## config.mk

```make
export PLATFORM = sky130hd
export DESIGN_NAME = byte_pattern_replace_flat
export DESIGN_NICKNAME = d
export VERILOG_FILES = /design/src/hw/rtl/bpr_pkg.sv /design/src/hw/rtl/bpr_stream_if.sv /design/src/hw/rtl/bpr_front.sv /design/src/hw/rtl/bpr_queue.sv /design/src/hw/rtl/bpr_back.sv /design/src/hw/rtl/byte_pattern_replace.sv /design/src/flat_wrapper.sv
export SDC_FILE = /design/constraint.sdc
export NUM_CORES = 2
export LEC_CHECK = 0
export BUFFER_PORTS_ARGS = -buffer_cell sky130_fd_sc_hd__buf_2
export CORE_MARGIN = 10
export CORE_UTILIZATION = 30
export CTS_CLUSTER_DIAMETER = 100
export DETAILED_ROUTE_END_ITERATION = 7
export PLACE_DENSITY = 0.47
export SYNTH_ARGS = -nofsm -noshare
export SYNTH_HDL_FRONTEND = slang
export SYNTH_HIERARCHICAL = 1
export SYNTH_SLANG_ARGS = --single-unit
```

## constraint.sdc

```tcl
create_clock -name i_clk -period 26.9 [get_ports i_clk]
set_input_delay 4.035 -clock i_clk [delete_from_list [all_inputs] [get_ports i_clk]]
set_output_delay 4.035 -clock i_clk [all_outputs]
set_load 0.005 [all_outputs]
```

## src/hw/rtl/bpr_pkg.sv

```systemverilog
// Shared types, constants and helpers for the byte pattern replacer.
`default_nettype none

package bpr_pkg;

    localparam int MAX_PATTERN     = 8;
    localparam int IDX_W           = $clog2(MAX_PATTERN);
    localparam int CNT_W           = $clog2(MAX_PATTERN + 1);
    localparam int LEN_W           = 4;
    localparam int CFG_IDX_W       = 3;
    localparam int CFG_DATA_W      = 64;
    localparam int QUEUE_DEPTH_DEF = 8;

    typedef enum logic [CFG_IDX_W-1:0] {
        CFG_PATTERN_LENGTH    = 3'd0,
        CFG_PATTERN_BYTES     = 3'd1,
        CFG_REPLACEMENT_BYTES = 3'd2,
        CFG_WINDOW_START      = 3'd3,
        CFG_WINDOW_LENGTH     = 3'd4
    } t_cfg_index;

    typedef struct packed {
        logic [LEN_W-1:0] pattern_length;
        logic [63:0]      pattern_bytes;
        logic [63:0]      replacement_bytes;
        logic [31:0]      window_start;
        logic [31:0]      window_length;
    } t_cfg;

    typedef struct packed {
        logic [7:0] in_byte;
        logic       end_of_stream;
    } t_in_item;

    typedef struct packed {
        logic [7:0]  out_byte;
        logic        from_replacement;
        logic        match_begin;
        logic [31:0] match_total;
        logic        run_last;
        logic        stream_done;
    } t_out_item;

    // One result byte of a request, with the number of matches begun up to it.
    typedef struct packed {
        logic [7:0]       value;
        logic             from_replacement;
        logic             match_begin;
        logic [CNT_W-1:0] match_idx;
    } t_slot;

    // All results caused by one request.
    typedef struct packed {
        t_slot [MAX_PATTERN-1:0] slot;
        logic [CNT_W-1:0]        count;
        logic [31:0]             base_total;
        logic                    end_of_stream;
    } t_bundle;

    function automatic logic [31:0] sat_add(input logic [31:0] base,
                                            input logic [CNT_W-1:0] inc);
        logic [32:0] sum;
        sum = {1'b0, base} + 33'(inc);
        return sum[32] ? '1 : sum[31:0];
    endfunction

endpackage

`default_nettype wire

```

## src/hw/rtl/bpr_stream_if.sv

```systemverilog
// Valid/ready stream channel carrying one payload per request.
`default_nettype none

interface bpr_stream_if #(
    parameter type t_payload = logic
);
    logic     valid;
    logic     ready;
    t_payload payload;

    modport source (output valid, output payload, input ready);
    modport sink   (input valid, input payload, output ready);
endinterface

`default_nettype wire

```

## src/hw/rtl/bpr_front.sv

```systemverilog
// Front end: holds pending bytes, matches the pattern and builds result bundles.
`default_nettype none

module bpr_front
    import bpr_pkg::*;
(
    input  logic     i_clk,
    input  logic     i_rst_n,
    input  t_cfg     i_cfg,
    input  logic     i_in_valid,
    output logic     o_in_ready,
    input  t_in_item i_in_item,
    input  logic     i_queue_full,
    output logic     o_push,
    output t_bundle  o_bundle
);

    logic [7:0]       r_pend [MAX_PATTERN];
    logic [7:0]       n_pend [MAX_PATTERN];
    logic [IDX_W-1:0] r_pend_cnt, n_pend_cnt;
    logic [31:0]      r_pos, n_pos;
    logic [31:0]      r_matches, n_matches;

    logic             accept;
    logic             eos;
    logic [LEN_W-1:0] len_clamp;
    logic [CNT_W-1:0] pat_len;
    logic [CNT_W-1:0] fill;
    logic [CNT_W-1:0] scope;
    logic [7:0]       cand [MAX_PATTERN];
    logic [32:0]      win_end;
    logic [32:0]      start_pos [MAX_PATTERN];
    logic             open_ended;
    logic             in_win;
    logic             flush;
    logic             eq [MAX_PATTERN][MAX_PATTERN];
    logic [CNT_W-1:0] avail [MAX_PATTERN];
    logic             prefix_ok [MAX_PATTERN];
    logic             fits [MAX_PATTERN];
    logic             full_hit [MAX_PATTERN];
    logic             part_hit [MAX_PATTERN];

    logic [CNT_W-1:0] rem;
    logic [IDX_W-1:0] rep_off;
    logic             stopped;
    logic [CNT_W-1:0] hold_at;
    logic [CNT_W-1:0] n_match;
    logic [CNT_W:0]   src;

    assign o_in_ready = !i_queue_full;
    assign accept     = i_in_valid && o_in_ready;
    assign eos        = i_in_item.end_of_stream;

    always_comb begin
        len_clamp = i_cfg.pattern_length;
        if (len_clamp == '0) begin
            len_clamp = LEN_W'(1);
        end else if (len_clamp > LEN_W'(MAX_PATTERN)) begin
            len_clamp = LEN_W'(MAX_PATTERN);
        end
        pat_len = CNT_W'(len_clamp);
    end

    assign open_ended = &i_cfg.window_length;
    assign win_end    = {1'b0, i_cfg.window_start} + {1'b0, i_cfg.window_length};
    assign in_win     = (r_pos >= i_cfg.window_start) &&
                        (open_ended || ({1'b0, r_pos} < win_end));
    assign flush      = eos || !in_win;
    assign fill       = CNT_W'(r_pend_cnt) + CNT_W'(1);
    // Outside the window the new byte only passes through and takes no part in matching.
    assign scope      = in_win ? fill : CNT_W'(r_pend_cnt);

    always_comb begin
        for (int k = 0; k < MAX_PATTERN; k++) begin
            if (CNT_W'(k) == CNT_W'(r_pend_cnt)) begin
                cand[k] = i_in_item.in_byte;
            end else if (CNT_W'(k) < CNT_W'(r_pend_cnt)) begin
                cand[k] = r_pend[k];
            end else begin
                cand[k] = 8'h00;
            end
        end
    end

    // Check every start offset in parallel.
    always_comb begin
        for (int j = 0; j < MAX_PATTERN; j++) begin
            start_pos[j] = {1'b0, r_pos} - 33'(r_pend_cnt) + 33'(j);
            fits[j]      = !start_pos[j][32] &&
                           (start_pos[j][31:0] >= i_cfg.window_start) &&
                           (open_ended || (start_pos[j] + 33'(pat_len) <= win_end));
            avail[j]     = scope - CNT_W'(j);
            for (int i = 0; i < MAX_PATTERN; i++) begin
                if (j + i < MAX_PATTERN) begin
                    eq[j][i] = (cand[j + i] == i_cfg.pattern_bytes[8 * i +: 8]);
                end else begin
                    eq[j][i] = 1'b0;
                end
            end
            prefix_ok[j] = 1'b1;
            for (int i = 0; i < MAX_PATTERN; i++) begin
                if ((CNT_W'(i) < avail[j]) && (CNT_W'(i) < pat_len) && !eq[j][i]) begin
                    prefix_ok[j] = 1'b0;
                end
            end
            full_hit[j] = fits[j] && prefix_ok[j] && (avail[j] >= pat_len);
            part_hit[j] = fits[j] && prefix_ok[j] && (avail[j] < pat_len);
        end
    end

    // Leftmost greedy scan: replace a full match, hold a live partial match, pass the rest.
    always_comb begin
        rem     = '0;
        rep_off = '0;
        stopped = 1'b0;
        hold_at = fill;
        n_match = '0;
        for (int i = 0; i < MAX_PATTERN; i++) begin
            o_bundle.slot[i].value            = cand[i];
            o_bundle.slot[i].from_replacement = 1'b0;
            o_bundle.slot[i].match_begin      = 1'b0;
            if ((CNT_W'(i) < scope) && !stopped) begin
                if (rem != '0) begin
                    o_bundle.slot[i].value =
                        i_cfg.replacement_bytes[{rep_off, 3'b000} +: 8];
                    o_bundle.slot[i].from_replacement = 1'b1;
                    rep_off = rep_off + IDX_W'(1);
                    rem     = rem - CNT_W'(1);
                end else if (full_hit[i]) begin
                    o_bundle.slot[i].value            = i_cfg.replacement_bytes[7:0];
                    o_bundle.slot[i].from_replacement = 1'b1;
                    o_bundle.slot[i].match_begin      = 1'b1;
                    n_match = n_match + CNT_W'(1);
                    rep_off = IDX_W'(1);
                    rem     = pat_len - CNT_W'(1);
                end else if (!flush && part_hit[i]) begin
                    stopped = 1'b1;
                    hold_at = CNT_W'(i);
                end
            end
            o_bundle.slot[i].match_idx = n_match;
        end
        o_bundle.count         = hold_at;
        o_bundle.base_total    = r_matches;
        o_bundle.end_of_stream = eos;
    end

    assign o_push = accept && (hold_at != '0);

    always_comb begin
        src = '0;
        for (int k = 0; k < MAX_PATTERN; k++) begin
            src = {1'b0, hold_at} + (CNT_W + 1)'(k);
            if (src < (CNT_W + 1)'(MAX_PATTERN)) begin
                n_pend[k] = cand[src[IDX_W-1:0]];
            end else begin
                n_pend[k] = 8'h00;
            end
        end
        n_pend_cnt = stopped ? IDX_W'(fill - hold_at) : '0;
        n_pos      = eos ? '0 : r_pos + 32'd1;
        n_matches  = eos ? '0 : sat_add(r_matches, n_match);
    end

    always_ff @(posedge i_clk) begin
        if (!i_rst_n) begin
            r_pend_cnt <= '0;
            r_pos      <= '0;
            r_matches  <= '0;
        end else if (accept) begin
            r_pend_cnt <= n_pend_cnt;
            r_pos      <= n_pos;
            r_matches  <= n_matches;
        end
    end

    always_ff @(posedge i_clk) begin
        if (accept) begin
            r_pend <= n_pend;
        end
    end

    a_eos_clears: assert property (@(posedge i_clk) disable iff (!i_rst_n)
        accept && eos |=> (r_pend_cnt == '0) && (r_pos == '0) && (r_matches == '0))
        else $error("stream state not cleared after end of stream");

    a_eos_emits: assert property (@(posedge i_clk) disable iff (!i_rst_n)
        accept && eos |-> o_push && (o_bundle.count != '0))
        else $error("end of stream request produced no results");

endmodule

`default_nettype wire

```

## src/hw/rtl/bpr_queue.sv

```systemverilog
// Bundle queue between front and back end.
`default_nettype none

module bpr_queue
    import bpr_pkg::*;
#(
    parameter int DEPTH = QUEUE_DEPTH_DEF
)
(
    input  logic    i_clk,
    input  logic    i_rst_n,
    input  logic    i_push,
    input  t_bundle i_data,
    output logic    o_full,
    input  logic    i_pop,
    output logic    o_valid,
    output t_bundle o_data
);

    // DEPTH ranges from 2 upward.
    localparam int AW = $clog2(DEPTH);
    localparam int CW = $clog2(DEPTH + 1);

    t_bundle       r_mem [DEPTH];
    logic [AW-1:0] r_wr, r_rd;
    logic [CW-1:0] r_cnt;

    assign o_full  = (r_cnt == CW'(DEPTH));
    assign o_valid = (r_cnt != '0);
    assign o_data  = r_mem[r_rd];

    always_ff @(posedge i_clk) begin
        if (!i_rst_n) begin
            r_wr  <= '0;
            r_rd  <= '0;
            r_cnt <= '0;
        end else begin
            if (i_push) begin
                r_wr <= (r_wr == AW'(DEPTH - 1)) ? '0 : r_wr + AW'(1);
            end
            if (i_pop) begin
                r_rd <= (r_rd == AW'(DEPTH - 1)) ? '0 : r_rd + AW'(1);
            end
            if (i_push && !i_pop) begin
                r_cnt <= r_cnt + CW'(1);
            end else if (!i_push && i_pop) begin
                r_cnt <= r_cnt - CW'(1);
            end
        end
    end

    always_ff @(posedge i_clk) begin
        if (i_push) begin
            r_mem[r_wr] <= i_data;
        end
    end

    a_no_overflow: assert property (@(posedge i_clk) disable iff (!i_rst_n)
        i_push |-> !o_full)
        else $error("bundle queue overflow");

    a_no_underflow: assert property (@(posedge i_clk) disable iff (!i_rst_n)
        i_pop |-> o_valid)
        else $error("bundle queue underflow");

endmodule

`default_nettype wire

```

## src/hw/rtl/bpr_back.sv

```systemverilog
// Back end: walks bundles; one result per cycle via an output register unless stalled.
`default_nettype none

module bpr_back
    import bpr_pkg::*;
(
    input  logic      i_clk,
    input  logic      i_rst_n,
    input  logic      i_head_valid,
    input  t_bundle   i_head,
    output logic      o_pop,
    output logic      o_out_valid,
    input  logic      i_out_ready,
    output t_out_item o_out_item
);

    logic [IDX_W-1:0] r_idx;
    logic             r_valid;
    t_out_item        r_item;
    t_out_item        n_item;
    t_slot            cur;
    logic             last;
    logic             load;

    assign cur   = i_head.slot[r_idx];
    assign last  = (CNT_W'(r_idx) + CNT_W'(1)) == i_head.count;
    // Refill the output register when it is empty or being taken.
    assign load  = i_head_valid && (!r_valid || i_out_ready);
    assign o_pop = load && last;

    always_comb begin
        n_item.out_byte         = cur.value;
        n_item.from_replacement = cur.from_replacement;
        n_item.match_begin      = cur.match_begin;
        n_item.match_total      = sat_add(i_head.base_total, cur.match_idx);
        n_item.run_last         = last;
        n_item.stream_done      = last && i_head.end_of_stream;
    end

    always_ff @(posedge i_clk) begin
        if (!i_rst_n) begin
            r_valid <= 1'b0;
            r_idx   <= '0;
        end else if (load) begin
            r_valid <= 1'b1;
            r_idx   <= last ? '0 : r_idx + IDX_W'(1);
        end else if (i_out_ready) begin
            r_valid <= 1'b0;
        end
    end

    always_ff @(posedge i_clk) begin
        if (load) begin
            r_item <= n_item;
        end
    end

    assign o_out_valid = r_valid;
    assign o_out_item  = r_item;

    a_done_is_last: assert property (@(posedge i_clk) disable iff (!i_rst_n)
        r_valid && r_item.stream_done |-> r_item.run_last)
        else $error("stream end flagged on a result that is not the last of its request");

endmodule

`default_nettype wire

```

## src/hw/rtl/byte_pattern_replace.sv

```systemverilog
// Streaming find-and-replace of a configured byte pattern inside a position window.
//
// Input channel i_in_chan carries one byte and an end-of-stream flag per request;
// output channel o_out_chan carries one result byte with its flags and the running
// match count. Both use valid/ready; a request moves when both are high.
// The configuration port writes register i_cfg_index from i_cfg_data whenever
// i_cfg_we is high; write it only while no results are outstanding.
// Throughput: one request per cycle while the queue has room, one result per cycle
// while the receiver is ready. Up to seven bytes may be held back while they can
// still begin a match, so a request can produce no result and a later one up to
// eight. The match search over all start offsets is combinational in the front end.
// With the bundle queue empty, the front end registers a request's first result into
// the queue, and the queue head then loads it into the output register.
// When the receiver stalls, the output register holds its result, the queue of
// QUEUE_DEPTH bundles absorbs further requests, and input ready drops once it is full.
// Reset clears the configuration to its defaults, the held bytes, the stream position
// and the match count; no clearing pass is needed.
`default_nettype none

module byte_pattern_replace
    import bpr_pkg::*;
#(
    parameter int QUEUE_DEPTH = QUEUE_DEPTH_DEF
)
(
    input  logic                  i_clk,
    input  logic                  i_rst_n,
    bpr_stream_if.sink            i_in_chan,
    bpr_stream_if.source          o_out_chan,
    input  logic                  i_cfg_we,
    input  logic [CFG_IDX_W-1:0]  i_cfg_index,
    input  logic [CFG_DATA_W-1:0] i_cfg_data
);

    t_cfg      r_cfg;
    logic      front_ready;
    logic      push;
    t_bundle   push_bundle;
    logic      queue_full;
    logic      head_valid;
    t_bundle   head_bundle;
    logic      pop;
    logic      out_valid;
    t_out_item out_item;

    always_ff @(posedge i_clk) begin
        if (!i_rst_n) begin
            r_cfg.pattern_length    <= LEN_W'(1);
            r_cfg.pattern_bytes     <= '0;
            r_cfg.replacement_bytes <= '0;
            r_cfg.window_start      <= '0;
            r_cfg.window_length     <= '1;
        end else if (i_cfg_we) begin
            unique case (t_cfg_index'(i_cfg_index))
                CFG_PATTERN_LENGTH:    r_cfg.pattern_length    <= i_cfg_data[LEN_W-1:0];
                CFG_PATTERN_BYTES:     r_cfg.pattern_bytes     <= i_cfg_data[63:0];
                CFG_REPLACEMENT_BYTES: r_cfg.replacement_bytes <= i_cfg_data[63:0];
                CFG_WINDOW_START:      r_cfg.window_start      <= i_cfg_data[31:0];
                CFG_WINDOW_LENGTH:     r_cfg.window_length     <= i_cfg_data[31:0];
                default: begin
                end
            endcase
        end
    end

    bpr_front u_front (
        .i_clk        (i_clk),
        .i_rst_n      (i_rst_n),
        .i_cfg        (r_cfg),
        .i_in_valid   (i_in_chan.valid),
        .o_in_ready   (front_ready),
        .i_in_item    (i_in_chan.payload),
        .i_queue_full (queue_full),
        .o_push       (push),
        .o_bundle     (push_bundle)
    );

    assign i_in_chan.ready = front_ready;

    bpr_queue #(
        .DEPTH (QUEUE_DEPTH)
    ) u_queue (
        .i_clk   (i_clk),
        .i_rst_n (i_rst_n),
        .i_push  (push),
        .i_data  (push_bundle),
        .o_full  (queue_full),
        .i_pop   (pop),
        .o_valid (head_valid),
        .o_data  (head_bundle)
    );

    bpr_back u_back (
        .i_clk        (i_clk),
        .i_rst_n      (i_rst_n),
        .i_head_valid (head_valid),
        .i_head       (head_bundle),
        .o_pop        (pop),
        .o_out_valid  (out_valid),
        .i_out_ready  (o_out_chan.ready),
        .o_out_item   (out_item)
    );

    assign o_out_chan.valid   = out_valid;
    assign o_out_chan.payload = out_item;

endmodule

`default_nettype wire

```

## src/flat_wrapper.sv

```systemverilog
// flat-port wrapper written by rule: the top's interface ports become plain ports
module byte_pattern_replace_flat import bpr_pkg::*;
#(
    parameter int QUEUE_DEPTH = QUEUE_DEPTH_DEF
)
  (i_clk, i_rst_n, i_cfg_we, i_cfg_index, i_cfg_data, i_in_chan_valid, i_in_chan_payload, i_in_chan_ready, o_out_chan_valid, o_out_chan_payload, o_out_chan_ready);
  bpr_stream_if #(.t_payload(t_in_item)) i_in_chan_i ();
  bpr_stream_if #(.t_payload(t_out_item)) o_out_chan_i ();
  input  logic i_clk;
  input  logic i_rst_n;
  input  logic i_cfg_we;
  input  logic [CFG_IDX_W-1:0] i_cfg_index;
  input  logic [CFG_DATA_W-1:0] i_cfg_data;
  input wire logic [$bits(i_in_chan_i.valid)-1:0] i_in_chan_valid;
  input wire logic [$bits(i_in_chan_i.payload)-1:0] i_in_chan_payload;
  output wire logic [$bits(i_in_chan_i.ready)-1:0] i_in_chan_ready;
  output wire logic [$bits(o_out_chan_i.valid)-1:0] o_out_chan_valid;
  output wire logic [$bits(o_out_chan_i.payload)-1:0] o_out_chan_payload;
  input wire logic [$bits(o_out_chan_i.ready)-1:0] o_out_chan_ready;
  assign i_in_chan_i.valid = i_in_chan_valid;
  assign i_in_chan_i.payload = i_in_chan_payload;
  assign i_in_chan_ready = i_in_chan_i.ready;
  assign o_out_chan_valid = o_out_chan_i.valid;
  assign o_out_chan_payload = o_out_chan_i.payload;
  assign o_out_chan_i.ready = o_out_chan_ready;
  byte_pattern_replace #(.QUEUE_DEPTH(QUEUE_DEPTH)) u_core (.i_clk(i_clk), .i_rst_n(i_rst_n), .i_in_chan(i_in_chan_i), .o_out_chan(o_out_chan_i), .i_cfg_we(i_cfg_we), .i_cfg_index(i_cfg_index), .i_cfg_data(i_cfg_data));
endmodule
```

==> results.py <==
metrics = {
    "run_status": {
        "status": "completed",
    },
    "power_and_ir_drop": {
        "power_w": 0.00722,
        "p_sw_share_pct": 31.3,
        "max-vdd-ir-drop_mv": 0.0686,
        "power.density_mw_per_mm2": 63.5,
        "clkPwrFrac_pct": 32.2,
        "internal_power_w": 0.00496,
        "power_frac_seq_pct": 40.0,
        "power.switching_w": 0.00226,
        "power.leakage_nw": 42.1,
        "p_comb_share_pct": 27.8,
    },
    "cts": {
        "cts_resized": 0,
        "clkTransAtPathRegs_ns": 0.07,
        "cts-root-buf": "clkbuf_16",
        "clock_latency_ns": 0.87,
        "cts_setup_buffers": 0,
        "htree_levels": 4,
        "clk_path_buf_depth": 4,
        "cts_tree": "done",
        "cts_inserted_buffers": 168,
        "cts.hold.buffers_added": 0,
        "cts.sinks": 1572,
    },
    "timing": {
        "finalSetupTns_ns": 0,
        "rsz0062_at_grt": "no",
        "post-route-min-period_ns": 23.82,
        "setup_viol": 0,
        "max_slew.worst_pin.slew_ns": 1.41,
        "period_share_pct": 88.5,
        "hold_violations": 0,
        "skew_ns": 0.101,
        "slew_headroom_pct": 4.53,
        "finalMaxSlewViolations": 0,
        "fmax_ghz": 0.0420,
    },
    "cells_and_area": {
        "areaGrowthSynthToFinish_pct": 12.2,
        "fill_cells": 33400,
        "multi_input_area_mm2": 0.0542,
        "drive_above_1_share_pct": 16.2,
        "layout.nets": 9765,
        "regArea_mm2": 0.0444,
    },
    "synthesis": {
        "synthArstFlopShare_pct": 0,
        "synth_edf_count": 1292,
        "synthFlopType": "edfxtp_1",
        "avgSynthCellArea_um2": 11.6,
        "ys_top_cells_by_area": "edfxtp_1 (38%), mux4_2 (9.0%), ha_1 (8.8%), dfxtp_1 (5.5%), xnor2_1 (5.4%)",
        "synth_top_area_share_pct": 38.2,
        "yosysWarnings": 6,
        "syn_area_mm2": 0.101,
        "synth_most_common_cell": "edfxtp_1",
        "synth.distinct_cells": 140,
        "ys_seq_area_share_pct": 43.8,
        "synthTopCellsByCount": "edfxtp_1 (1,292), nand2_1 (752), ha_1 (717)",
        "synth_cells": 8776,
        "yosysTopAreaCell": "edfxtp_1",
        "ys_ff_latch": 1572,
    },
    "critical_path": {
        "end_kind": "flip-flop",
        "cp.arrival_ns": 24.57,
        "worstPathMaxFanout": 27,
        "crit_type": "reg2reg",
        "cp.required_ns": 27.65,
        "critPathTopFamily": "compound AO/OA/AOI/OAI gates",
        "path_buf_inv": 14,
        "slowest_delay_ns": 0.77,
        "cpMaxStageDelayCell": "a31oi_2",
        "crit_top_cell": "ha_1",
        "cp-start-kind": "flip-flop",
    },
    "routing": {
        "wirelength_mm": 395,
        "vias": 75700,
        "viasPerCell": 5.56,
        "post-route-drc-count": 0,
        "wire_per_inst_um": 29.0,
        "drt_iter0_markers": 7584,
        "ant_nets": 0,
        "drt-pass1-iter-count": 8,
    },
    "global_route": {
        "gr-usage-all-layers_pct": 20.8,
        "grt_max_degree": 179,
        "antenna_found_initial": 18,
        "gr-total-overflow": 0,
        "grt_pass1_vias": 75200,
        "grt_pass1_wl_mm": 559,
    },
    "floorplanning": {
        "fp.dieH_um": 601,
        "die-area_mm2": 0.362,
        "core-area_mm2": 0.337,
        "floorplan.rows": 213,
        "initial_utilization_pct": 30.1,
        "die_w_um": 601,
        "io_pins": 127,
    },
    "min_path": {
        "hp-class": "reg2reg",
    },
    "place": {
        "place.gp.congestion": 0.995,
        "io_buffers": 126,
        "dp_hpwl_mm": 291,
    },
    "run": {
        "maxCapViolations": 0,
    },
}
per-stage QoR:
| step | worst slack, ns | area, um2 | hold slack, ns | utilization, % | std cells |
|---|---|---|---|---|---|
| after floorplan | 2.27 | 101000 | 0.434 | - | 8781 |
| after global placement | 3.47 | 108000 | 0.453 | 32.2 | 13300 |
| after detailed placement | 3.29 | 108000 | 0.469 | 32.2 | 13300 |
| after CTS | 3.29 | 114000 | 0.478 | 33.8 | 13600 |
| after global routing | 1.09 | 114000 | 0.491 | 33.8 | 13600 |
| final | 3.08 | 114000 | 0.473 | 33.8 | 13600 |
cell usage in the layout (no fill, tap or decap), types with 23 or more instances in the layout:
master        n
or4_1        25
a211oi_1     60
o22ai_1      64
o21ai_0     235
o211ai_1     46
and4_1       37
nand2_1     751
nor2b_1     161
a21oi_1     368
dfxtp_1     273
mux4_2      405
mux2_2      184
nor4_1       62
xor2_1      205
nand2b_1     77
a31oi_1      40
mux2i_1     304
clkbuf_1     34
and3_1       70
clkinv_1     36
ha_1        717
a22oi_1      57
o21a_1       55
edfxtp_1   1292
and2_1       77
clkbuf_16   171
xnor2_1     628
or3_1        38
a21o_1      206
buf_4       320
o31ai_1      25
nand3_1     251
nor2_1      487
buf_2       125
inv_1       223
o21ai_1      23
nand4_1     203
nor3_1      159
tightest hold or removal path, delay by kind of cell (launching register included):
kind / cells / cell delay, ns
and+or+nand+nor: 1 / 0.05
DFF: 1 / 0.31
muxes: 1 / 0.06
power by group through the flow:
stage	sequential [W]	combinational [W]	clock, W
finish	0.00289	0.00201	0.00233
global route	0.00291	0.00215	0.00248
CTS	0.00290	0.00202	0.00239
detailed placement	0.00295	0.00201	0
global placement	0.00294	0.00199	0
floorplan	0.00291	0.00132	0
sequential cells by signal, summed over array words and instances, names as in the netlist, named ones only:
register / cells
u_core/r_cfg: 196
u_core/u_back/o_out_item: 44
u_core/u_back/o_out_valid: 1
u_core/u_back/r_idx: 3
u_core/u_front/r_matches: 32
u_core/u_front/r_pend: 56
u_core/u_front/r_pend_cnt: 3
u_core/u_front/r_pos: 32
u_core/u_queue/r_cnt: 4
u_core/u_queue/r_mem: 1192
u_core/u_queue/r_rd: 3
u_core/u_queue/r_wr: 3
area by class of cell:
class                   count  share of cell area (%)
multi-input cells        6513                    47.6
flip-flops and latches   1572                    39.0
well taps                4515                    4.96
clock buffers             211                    3.94
repair buffers            452                    2.77
clock inverters            88                   0.839
inverters                 250                   0.828
diodes                     11                  0.0242
final timing paths:
| check | from | to | slack, ns | depth (start not counted) |
|---|---|---|---|---|
| max reg2reg | u_core/r_cfg[13] | u_core/u_front/r_matches[14] | 3.08 | 95 |
| max | u_core/r_cfg[13] | u_core/u_front/r_matches[14] | 3.08 | 95 |
| min reg2reg | u_core/r_cfg[66] | u_core/r_cfg[66] | 0.47 | 2 |
| min | u_core/r_cfg[66] | u_core/r_cfg[66] | 0.47 | 2 |
cells by family after synthesis:
group           after synthesis  synth area share, %
simple gates               2533                 12.5
flops                      1572                 43.8
compound gates             1491                 10.0
mux                         903                 14.2
xor+xnor                    846                 7.38
fa+ha+maj                   734                 9.11
buf+inv                     696                 3.07
other cells                   1              0.00370
metal layers:
layer | vias to the layer above | global-route usage, % | wire length, um | part of all wire, %
li1 | 33700 | - | - | -
met1 | 38400 | 27.2 | 166000 | 42
met2 | 2811 | 34.3 | 184000 | 46
met3 | 836 | 2.68 | 23000 | 5.8
met4 | 6 | 9.83 | 22200 | 5.6
met5 | - | 0 | 39 | 0.0099
Power figures use the tool's default switching activity.
